$ cat src/sv/assert_macros.svh
// assertion macros used by the rtl file grid_face_neighbor_finder.sv
// no dependencies; pulled in by `include
`ifndef ASSERT_MACROS_SVH
`define ASSERT_MACROS_SVH

// property checked on every rising clock edge outside reset
`define ASSERT_CLK(label, clk, rst_n, prop, msg) \
    label: assert property (@(posedge clk) disable iff (!rst_n) (prop)) else $error(msg);

// antecedent now implies consequent in the next cycle
`define ASSERT_NEXT(label, clk, rst_n, ante, cons, msg) \
    label: assert property (@(posedge clk) disable iff (!rst_n) (ante) |=> (cons)) \
        else $error(msg);

`endif

$ cat src/sv/gfn_pkg.sv
// package for the grid face neighbor finder
// widths, register and direction codes, pipeline payload type; no dependencies
package gfn_pkg;

    localparam int SIZE_W      = 7;
    localparam int PLANE_W     = 2 * SIZE_W;
    localparam int COUNT_W     = 3 * SIZE_W;
    localparam int IDX_W       = 18;
    localparam int IDX_BYTES_W = 24;
    localparam int DIR_W       = 3;
    localparam int NUM_DIR     = 6;
    localparam int CFG_IDX_W   = 3;
    localparam int DIV_STAGES  = SIZE_W;
    localparam int PIPE_LAST   = 2 * DIV_STAGES;

    localparam int MAX_AXIS_CELLS_DEF = 64;

    localparam logic [CFG_IDX_W-1:0] CFG_SIZE_X = 3'd0;
    localparam logic [CFG_IDX_W-1:0] CFG_SIZE_Y = 3'd1;
    localparam logic [CFG_IDX_W-1:0] CFG_SIZE_Z = 3'd2;
    localparam logic [CFG_IDX_W-1:0] CFG_WRAP_X = 3'd3;
    localparam logic [CFG_IDX_W-1:0] CFG_WRAP_Y = 3'd4;
    localparam logic [CFG_IDX_W-1:0] CFG_WRAP_Z = 3'd5;

    localparam int DIR_NEG_X = 0;
    localparam int DIR_POS_X = 1;
    localparam int DIR_NEG_Y = 2;
    localparam int DIR_POS_Y = 3;
    localparam int DIR_NEG_Z = 4;
    localparam int DIR_POS_Z = 5;

    // payload of one divider stage
    typedef struct packed {
        logic [IDX_W-1:0]  idx;
        logic [IDX_W-1:0]  rem;
        logic [SIZE_W-1:0] qz;
        logic [SIZE_W-1:0] qy;
    } pipe_t;

endpackage

$ cat src/sv/grid_face_neighbor_finder.sv
// grid face neighbor finder: cell index in, up to six face neighbor indices out
// uses gfn_pkg and assert_macros.svh
//
// usage
//   s_axis: one transaction per cell index. m_axis: one transaction per face
//   neighbor, in the order -x, +x, -y, +y, -z, +z, tlast on the final one of a
//   cell; a cell outside the grid gives no transaction at all.
//   cfg: register writes (size_x, size_y, size_z, wrap_x, wrap_y, wrap_z), cfg_ready
//   is always high. after a write s_axis_tready stays low while
//   plane and cell counts are recomputed by two multiplier stages.
// pipeline: entry register, 7 z and 7 y long division stages, neighbor stage,
//   emitter.
// throughput: an index with k neighbors holds the emitter until its k neighbors
//   are sent, six for an interior or fully periodic cell; indices with no
//   neighbors pass at one per cycle unless held by the emitter or a register write.
// reset: sizes 1, all axes periodic, pipeline empty.
// stall: when m_axis_tready is low with a neighbor pending, the emitter and every
//   stage behind it hold, and s_axis_tready drops; nothing is lost or repeated.
`include "assert_macros.svh"

module grid_face_neighbor_finder #(
    parameter int MAX_AXIS_CELLS = gfn_pkg::MAX_AXIS_CELLS_DEF
) (
    input  logic                               clk,
    input  logic                               rst_n,
    input  logic                               s_axis_tvalid,
    output logic                               s_axis_tready,
    input  logic [gfn_pkg::IDX_BYTES_W-1:0]    s_axis_tdata,  // [17:0] cell_index
    output logic                               m_axis_tvalid,
    input  logic                               m_axis_tready,
    output logic [gfn_pkg::IDX_BYTES_W-1:0]    m_axis_tdata,  // [17:0] neighbor_index
    output logic [gfn_pkg::DIR_W-1:0]          m_axis_tuser,  // [2:0] direction_code
    output logic                               m_axis_tlast,  // last_neighbor
    input  logic                               cfg_valid,
    output logic                               cfg_ready,
    input  logic [gfn_pkg::CFG_IDX_W-1:0]      cfg_index,
    input  logic [gfn_pkg::SIZE_W-1:0]         cfg_data
);

    localparam int SW = gfn_pkg::SIZE_W;
    localparam int IW = gfn_pkg::IDX_W;
    localparam int PW = gfn_pkg::PLANE_W;
    localparam int CW = gfn_pkg::COUNT_W;
    localparam int ND = gfn_pkg::NUM_DIR;
    localparam int DS = gfn_pkg::DIV_STAGES;
    localparam int PL = gfn_pkg::PIPE_LAST;

    // configuration registers
    logic [SW-1:0] size_x_reg, size_y_reg, size_z_reg;
    logic          wrap_x_reg, wrap_y_reg, wrap_z_reg;
    logic [1:0]    settle_reg;

    assign cfg_ready = 1'b1;

    always_ff @(posedge clk or negedge rst_n)
    begin
        if (!rst_n)
        begin
            size_x_reg <= SW'(1);
            size_y_reg <= SW'(1);
            size_z_reg <= SW'(1);
            wrap_x_reg <= 1'b1;
            wrap_y_reg <= 1'b1;
            wrap_z_reg <= 1'b1;
            settle_reg <= 2'd0;
        end
        else
        begin
            if (cfg_valid && cfg_ready)
            begin
                settle_reg <= 2'd2;
                unique case (cfg_index)
                    gfn_pkg::CFG_SIZE_X: size_x_reg <= cfg_data;
                    gfn_pkg::CFG_SIZE_Y: size_y_reg <= cfg_data;
                    gfn_pkg::CFG_SIZE_Z: size_z_reg <= cfg_data;
                    gfn_pkg::CFG_WRAP_X: wrap_x_reg <= cfg_data[0];
                    gfn_pkg::CFG_WRAP_Y: wrap_y_reg <= cfg_data[0];
                    gfn_pkg::CFG_WRAP_Z: wrap_z_reg <= cfg_data[0];
                    default: ;
                endcase
            end
            else if (settle_reg != 2'd0)
            begin
                settle_reg <= settle_reg - 2'd1;
            end
        end
    end

    // derived grid constants, two multiplier stages
    logic [SW-1:0] nx_c, ny_c, nz_c;
    logic [SW-1:0] nx_reg, ny_reg, nz_reg;
    logic [PW-1:0] plane_reg;
    logic [CW-1:0] count_reg, pmx_reg, cmp_reg;

    always_comb
    begin
        nx_c = (32'(size_x_reg) > MAX_AXIS_CELLS) ? SW'(MAX_AXIS_CELLS) : size_x_reg;
        ny_c = (32'(size_y_reg) > MAX_AXIS_CELLS) ? SW'(MAX_AXIS_CELLS) : size_y_reg;
        nz_c = (32'(size_z_reg) > MAX_AXIS_CELLS) ? SW'(MAX_AXIS_CELLS) : size_z_reg;
    end

    // reset values match a 1x1x1 grid
    always_ff @(posedge clk or negedge rst_n)
    begin
        if (!rst_n)
        begin
            nx_reg    <= SW'(1);
            ny_reg    <= SW'(1);
            nz_reg    <= SW'(1);
            plane_reg <= PW'(1);
            count_reg <= CW'(1);
            cmp_reg   <= '0;
            pmx_reg   <= '0;
        end
        else
        begin
            nx_reg    <= nx_c;
            ny_reg    <= ny_c;
            nz_reg    <= nz_c;
            plane_reg <= PW'(nx_c) * PW'(ny_c);
            count_reg <= CW'(plane_reg) * CW'(nz_reg);
            cmp_reg   <= CW'(plane_reg) * CW'(nz_reg - SW'(1));
            pmx_reg   <= CW'(plane_reg) - CW'(nx_reg);
        end
    end

    // pipeline advance
    logic [ND-1:0] em_mask_reg;
    logic [ND-1:0] em_rest;
    logic          em_last;
    logic          adv;

    assign adv           = (em_mask_reg == '0) || (m_axis_tready && em_last);
    assign s_axis_tready = adv && (settle_reg == 2'd0);

    // entry stage plus long division stages
    logic              vld_reg [0:PL];
    gfn_pkg::pipe_t    pl_reg  [0:PL];
    gfn_pkg::pipe_t    pl_next [1:PL];

    always_ff @(posedge clk or negedge rst_n)
    begin
        if (!rst_n)
        begin
            vld_reg[0] <= 1'b0;
        end
        else if (adv)
        begin
            vld_reg[0] <= s_axis_tvalid && s_axis_tready
                          && ({{(CW-IW){1'b0}}, s_axis_tdata[IW-1:0]} < count_reg);
        end
    end

    always_ff @(posedge clk)
    begin
        if (adv)
        begin
            pl_reg[0].idx <= s_axis_tdata[IW-1:0];
            pl_reg[0].rem <= s_axis_tdata[IW-1:0];
            pl_reg[0].qz  <= '0;
            pl_reg[0].qy  <= '0;
        end
    end

    for (genvar k = 1; k <= PL; k++)
    begin : g_div
        localparam int BIT = (k <= DS) ? (DS - k) : (PL - k);
        logic [CW-1:0] dv;
        logic [CW-1:0] rem_w;
        logic [CW-1:0] diff;

        always_comb
        begin
            if (k <= DS)
            begin
                dv = CW'(plane_reg) << BIT;
            end
            else
            begin
                dv = CW'(nx_reg) << BIT;
            end
            rem_w      = CW'(pl_reg[k-1].rem);
            diff       = rem_w - dv;
            pl_next[k] = pl_reg[k-1];
            if (rem_w >= dv)
            begin
                pl_next[k].rem = diff[IW-1:0];
                if (k <= DS)
                begin
                    pl_next[k].qz[BIT] = 1'b1;
                end
                else
                begin
                    pl_next[k].qy[BIT] = 1'b1;
                end
            end
        end

        always_ff @(posedge clk or negedge rst_n)
        begin
            if (!rst_n)
            begin
                vld_reg[k] <= 1'b0;
            end
            else if (adv)
            begin
                vld_reg[k] <= vld_reg[k-1];
            end
        end

        always_ff @(posedge clk)
        begin
            if (adv)
            begin
                pl_reg[k] <= pl_next[k];
            end
        end
    end

    // neighbor stage
    logic [SW-1:0] ci, cj, ck;
    logic [IW-1:0] idx;
    logic [IW-1:0] nxm1_i, nx_i, plane_i, pmx_i, cmp_i;
    logic          lo_x, hi_x, lo_y, hi_y, lo_z, hi_z;
    logic [ND-1:0] nb_mask;
    logic [IW-1:0] nb_idx [0:ND-1];

    logic          nb_vld_reg;
    logic [ND-1:0] nb_mask_reg;
    logic [IW-1:0] nb_idx_reg [0:ND-1];

    always_comb
    begin
        ci      = pl_reg[PL].rem[SW-1:0];
        cj      = pl_reg[PL].qy;
        ck      = pl_reg[PL].qz;
        idx     = pl_reg[PL].idx;
        nxm1_i  = IW'(nx_reg - SW'(1));
        nx_i    = IW'(nx_reg);
        plane_i = IW'(plane_reg);
        pmx_i   = pmx_reg[IW-1:0];
        cmp_i   = cmp_reg[IW-1:0];
        lo_x    = (ci == '0);
        hi_x    = (ci == nx_reg - SW'(1));
        lo_y    = (cj == '0);
        hi_y    = (cj == ny_reg - SW'(1));
        lo_z    = (ck == '0);
        hi_z    = (ck == nz_reg - SW'(1));

        nb_mask[gfn_pkg::DIR_NEG_X] = wrap_x_reg || !lo_x;
        nb_mask[gfn_pkg::DIR_POS_X] = wrap_x_reg || !hi_x;
        nb_mask[gfn_pkg::DIR_NEG_Y] = wrap_y_reg || !lo_y;
        nb_mask[gfn_pkg::DIR_POS_Y] = wrap_y_reg || !hi_y;
        nb_mask[gfn_pkg::DIR_NEG_Z] = wrap_z_reg || !lo_z;
        nb_mask[gfn_pkg::DIR_POS_Z] = wrap_z_reg || !hi_z;

        nb_idx[gfn_pkg::DIR_NEG_X] = lo_x ? idx + nxm1_i  : idx - IW'(1);
        nb_idx[gfn_pkg::DIR_POS_X] = hi_x ? idx - nxm1_i  : idx + IW'(1);
        nb_idx[gfn_pkg::DIR_NEG_Y] = lo_y ? idx + pmx_i   : idx - nx_i;
        nb_idx[gfn_pkg::DIR_POS_Y] = hi_y ? idx - pmx_i   : idx + nx_i;
        nb_idx[gfn_pkg::DIR_NEG_Z] = lo_z ? idx + cmp_i   : idx - plane_i;
        nb_idx[gfn_pkg::DIR_POS_Z] = hi_z ? idx - cmp_i   : idx + plane_i;
    end

    always_ff @(posedge clk or negedge rst_n)
    begin
        if (!rst_n)
        begin
            nb_vld_reg <= 1'b0;
        end
        else if (adv)
        begin
            nb_vld_reg <= vld_reg[PL];
        end
    end

    always_ff @(posedge clk)
    begin
        if (adv)
        begin
            nb_mask_reg <= nb_mask;
            nb_idx_reg  <= nb_idx;
        end
    end

    // emitter: one neighbor per transaction, lowest direction first
    logic [IW-1:0]             em_idx_reg [0:ND-1];
    logic [gfn_pkg::DIR_W-1:0] em_sel;
    logic                      out_fire;

    always_comb
    begin
        em_sel = '0;
        for (int d = ND - 1; d >= 0; d--)
        begin
            if (em_mask_reg[d])
            begin
                em_sel = gfn_pkg::DIR_W'(d);
            end
        end
        em_rest = em_mask_reg & ~(ND'(1) << em_sel);
        em_last = (em_rest == '0);
    end

    assign out_fire = m_axis_tvalid && m_axis_tready;

    always_ff @(posedge clk or negedge rst_n)
    begin
        if (!rst_n)
        begin
            em_mask_reg <= '0;
        end
        else if (adv)
        begin
            em_mask_reg <= nb_vld_reg ? nb_mask_reg : '0;
        end
        else if (out_fire)
        begin
            em_mask_reg <= em_rest;
        end
    end

    always_ff @(posedge clk)
    begin
        if (adv)
        begin
            em_idx_reg <= nb_idx_reg;
        end
    end

    assign m_axis_tvalid = (em_mask_reg != '0);
    assign m_axis_tdata  = {{(gfn_pkg::IDX_BYTES_W - IW){1'b0}}, em_idx_reg[em_sel]};
    assign m_axis_tuser  = em_sel;
    assign m_axis_tlast  = em_last;

    // checks
    `ASSERT_NEXT(a_cfg_blocks_intake, clk, rst_n, cfg_valid && cfg_ready, !s_axis_tready, "intake open right after a register write")
    `ASSERT_CLK(a_stall_blocks_intake, clk, rst_n, !(m_axis_tvalid && !m_axis_tready && s_axis_tready), "intake open while output stalled")
    `ASSERT_NEXT(a_more_follow, clk, rst_n, out_fire && !m_axis_tlast, m_axis_tvalid, "neighbor run ended without tlast")
    `ASSERT_NEXT(a_dir_order, clk, rst_n, out_fire && !m_axis_tlast, m_axis_tuser > $past(m_axis_tuser), "directions out of order")

endmodule
$ cat config.mk
export PLATFORM = sky130hd
export DESIGN_NAME = grid_face_neighbor_finder
export DESIGN_NICKNAME = d
export VERILOG_FILES = /design/src/sv/gfn_pkg.sv /design/src/sv/grid_face_neighbor_finder.sv
export VERILOG_INCLUDE_DIRS = /design/src /design/src/sv
export SDC_FILE = /design/constraint.sdc
export NUM_CORES = 2
export LEC_CHECK = 0
export BUFFER_PORTS_ARGS = -buffer_cell sky130_fd_sc_hd__buf_2
export CAP_MARGIN = 20
export CORE_MARGIN = 2
export CORE_UTILIZATION = 35
export CTS_BUF_LIST = sky130_fd_sc_hd__clkbuf_8
export DETAILED_ROUTE_END_ITERATION = 6
export SLEW_MARGIN = 20
export SYNTH_ARGS = -nofsm -noshare
export SYNTH_HDL_FRONTEND = slang
export SYNTH_SLANG_ARGS = --single-unit
$ cat constraint.sdc
create_clock -name clk -period 29.9 [get_ports clk]
set_input_delay 1.495 -clock clk [delete_from_list [all_inputs] [get_ports clk]]
set_output_delay 1.495 -clock clk [all_outputs]
set_load 0.02 [all_outputs]
==> flow_summary.json <==
{
  "synth_ff_type": "edfxtp_1",
  "place_congestion": 0.863,
  "slew_headroom_pct": 29.6,
  "final_cells": 6659,
  "startpoint": "nz_reg[0]$_DFF_PN1_",
  "port_buffers": 56,
  "cp_max_fo": 23,
  "arrival_ps": 8530,
  "grt_antenna_before_repair": 7,
  "finalHoldViolations": 0,
  "rrSetupSlack_ps": 22150,
  "core_area_um2": 152000,
  "setup_viol_count_final": 0,
  "clk_path_buf_depth": 3,
  "place_area_um2": 56100,
  "grt_setup_unrepaired": "no",
  "clk_pin_slew_worst_paths_ps": 60,
  "outcome": "completed",
  "holdBufCountCts": 0,
  "rows": 143,
  "fmax_mhz": 129,
  "place_inst": 6365,
  "nets": 5094,
  "numCtsBuffers": 161,
  "drt_iter0_drc": 1972,
  "avgSynthCellArea_um2": 12.3,
  "required_ps": 30690,
  "start_kind": "flop",
  "overflow": 0,
  "clock-sinks": 954,
  "synthCells": 4334,
  "crit_type": "reg2reg",
  "wire_per_inst_um": 17.7,
  "first_pass_iters": 5,
  "ys_async_sr_fraction_pct": 14.4,
  "grt_pass1_wl_mm": 184,
  "hold_end": "pl_reg[0][138]$_DFFE_PN_",
  "rr_endpoint": "cmp_reg[17]$_DFF_PN0_",
  "worstHoldStart": "pl_reg[0][88]$_DFFE_PN_",
  "synth-seq-cells": 954,
  "dp_hpwl_mm": 84.6,
  "syn2layout_area_growth_pct": 11.0,
  "drc": 0,
  "fillers": 14400,
  "cts_tree": "done",
  "drv_slew": 0,
  "period_needed_ps": 7750,
  "vias_per_cell": 4.94,
  "grt_max_degree": 153,
  "cts_setup_buffers": 0,
  "worstMarginPinSlew_ps": 1060,
  "synth-edff-count": 817,
  "synth_top_cell_by_area": "edfxtp_1",
  "synth_top_area_share_pct": 46.0,
  "syn_area_um2": 53300,
  "ys_top_cells_by_area": "edfxtp_1 (46%), ha_1 (9.0%), fa_1 (6.5%)",
  "design.portCount": 70,
  "vias": 32900,
  "yosysWarnings": 0,
  "routed_wl_mm": 118,
  "grtUsageTotal_pct": 15.1,
  "grt_pass1_vias": 33300,
  "fin_crit_sh_pct": 25.9,
  "ys_types": 99,
  "clock_skew_ps": 48.1,
  "worstSkewPairLatency_ps": 890,
  "dieArea_um2": 155000,
  "drive_above_1_share_pct": 10.5,
  "start_util_pct": 35.2,
  "chipWidth_um": 394,
  "cts-root-buf": "clkbuf_8",
  "hold_class": "reg2reg",
  "die_h_um": 394,
  "drtAntennaViolNets": 0,
  "cts_htree_levels": 4,
  "cp-end-kind": "flop",
  "rr_worst_depth": 21,
  "cts-resized-gates": 0,
  "fin_area_um2": 59200,
  "hold_path_depth": 0,
  "largest_reg_flops": 595,
  "ys_seq_area_share_pct": 52.5,
  "reg2reg_from": "nz_reg[0]$_DFF_PN1_",
  "cap_violations": 0,
  "fin_setup_tns_ps": 0
}
## synthesized netlist by cell type (all sizes together) (81+ instances only)
master,instances
dfrtp,126
fa,173
nor2,370
o21ai,155
mux2,123
edfxtp,817
ha,384
xor2,114
nand2,227
o21a,88
mux2i,81
xnor2,224
inv,345
a21oi,221
## per-layer routing
metal / vias to the layer above / wire, µm / share of wire [%] / track usage (%)
met5: - / 0 / 0 / 0
met3: 207 / 5510 / 4.7 / 3.20
li1: 15900 / - / - / -
met4: 0 / 3110 / 2.6 / 5.30
met2: 622 / 54800 / 47 / 24.4
met1: 16200 / 54100 / 46 / 20.0
## area by class of cell
class                   count  area, µm²  area share (%)
flip-flops and latches    954      28000            47.3
multi-input cells        2921      23600            39.9
well taps                2030       2540            4.29
clock buffers             168       2310            3.91
inverters                 356       1340            2.26
clock inverters           123        747            1.26
repair buffers            104        659            1.11
diodes                      3       7.51          0.0127
## placed cells by master (no fill, tap or decap), types with 30 or more instances in the layout
cell type | netlist | routed
nand2b_1 | 64 | 64
nor3_1 | 69 | 67
and2_1 | 61 | 61
nand3_1 | 54 | 54
buf_2 | 14 | 55
dfrtp_1 | 126 | 126
ha_1 | 384 | 384
o21ai_0 | 135 | 135
clkbuf_8 | 0 | 168
xnor2_1 | 221 | 221
fa_1 | 173 | 173
xor2_1 | 114 | 113
nor2_1 | 367 | 366
nor4_1 | 30 | 30
a21oi_1 | 220 | 219
nand2_1 | 227 | 227
o21a_1 | 88 | 88
edfxtp_1 | 817 | 817
mux2_2 | 100 | 100
nor2b_1 | 58 | 58
inv_1 | 344 | 397
buf_4 | 9 | 47
mux2i_1 | 81 | 81
clkinv_1 | 11 | 41
a21o_1 | 72 | 72
## metrics by stage
step,worst slack [ps],utilization (%),hold slack (ps)
floorplan,16100,-,400
global placement,22060,37.0,400
detailed placement,22120,37.0,405
CTS,22090,39.0,401
global route,21660,39.1,407
finish,22150,39.1,401
## cell families (layout without fill, tap and decap cells)
group / count (synthesis) / in the layout / share of synthesized area, %
simple gates: 1062 / 1062 / 9.71
flops: 954 / 954 / 52.5
xor+xnor: 338 / 338 / 5.60
compound gates: 752 / 752 / 9.11
other cells: 2 / 10 / 0.0141
mux: 204 / 204 / 4.17
buf+inv: 464 / 751 / 3.39
fa+ha+maj: 558 / 558 / 15.5
## worst max-delay path by stage
stage / end / slack [ps] / cells past startpoint
2_1_floorplan: s_axis_tready / 16100 / 5
3_3_place_gp: cmp_reg[17]$_DFF_PN0_ / 22060 / 21
3_5_place_dp: cmp_reg[17]$_DFF_PN0_ / 22120 / 21
4_1_cts: cmp_reg[17]$_DFF_PN0_ / 22090 / 21
5_1_grt: cmp_reg[17]$_DFF_PN0_ / 21660 / 21
6_report: cmp_reg[17]$_DFF_PN0_ / 22150 / 21
## critical path, cell delays in order, from the launching register on
cell	delay, ps
dfstp_2	980
clkinv_1	550
ha_1	410
nor3b_1	170
nor3b_2	240
xnor2_2	720
nand2b_1	220
fa_1	460
fa_1	550
inv_1	50
fa_1	530
inv_1	50
fa_1	520
inv_1	40
ha_1	320
inv_1	60
o21bai_1	80
a2111oi_0	750
o31ai_1	270
a211o_1	330
a21oi_1	170
xnor2_1	150
Power is left out: the tool's default activity adds up to more than one toggle a clock period on the data nets, which glitch-free logic cannot reach.
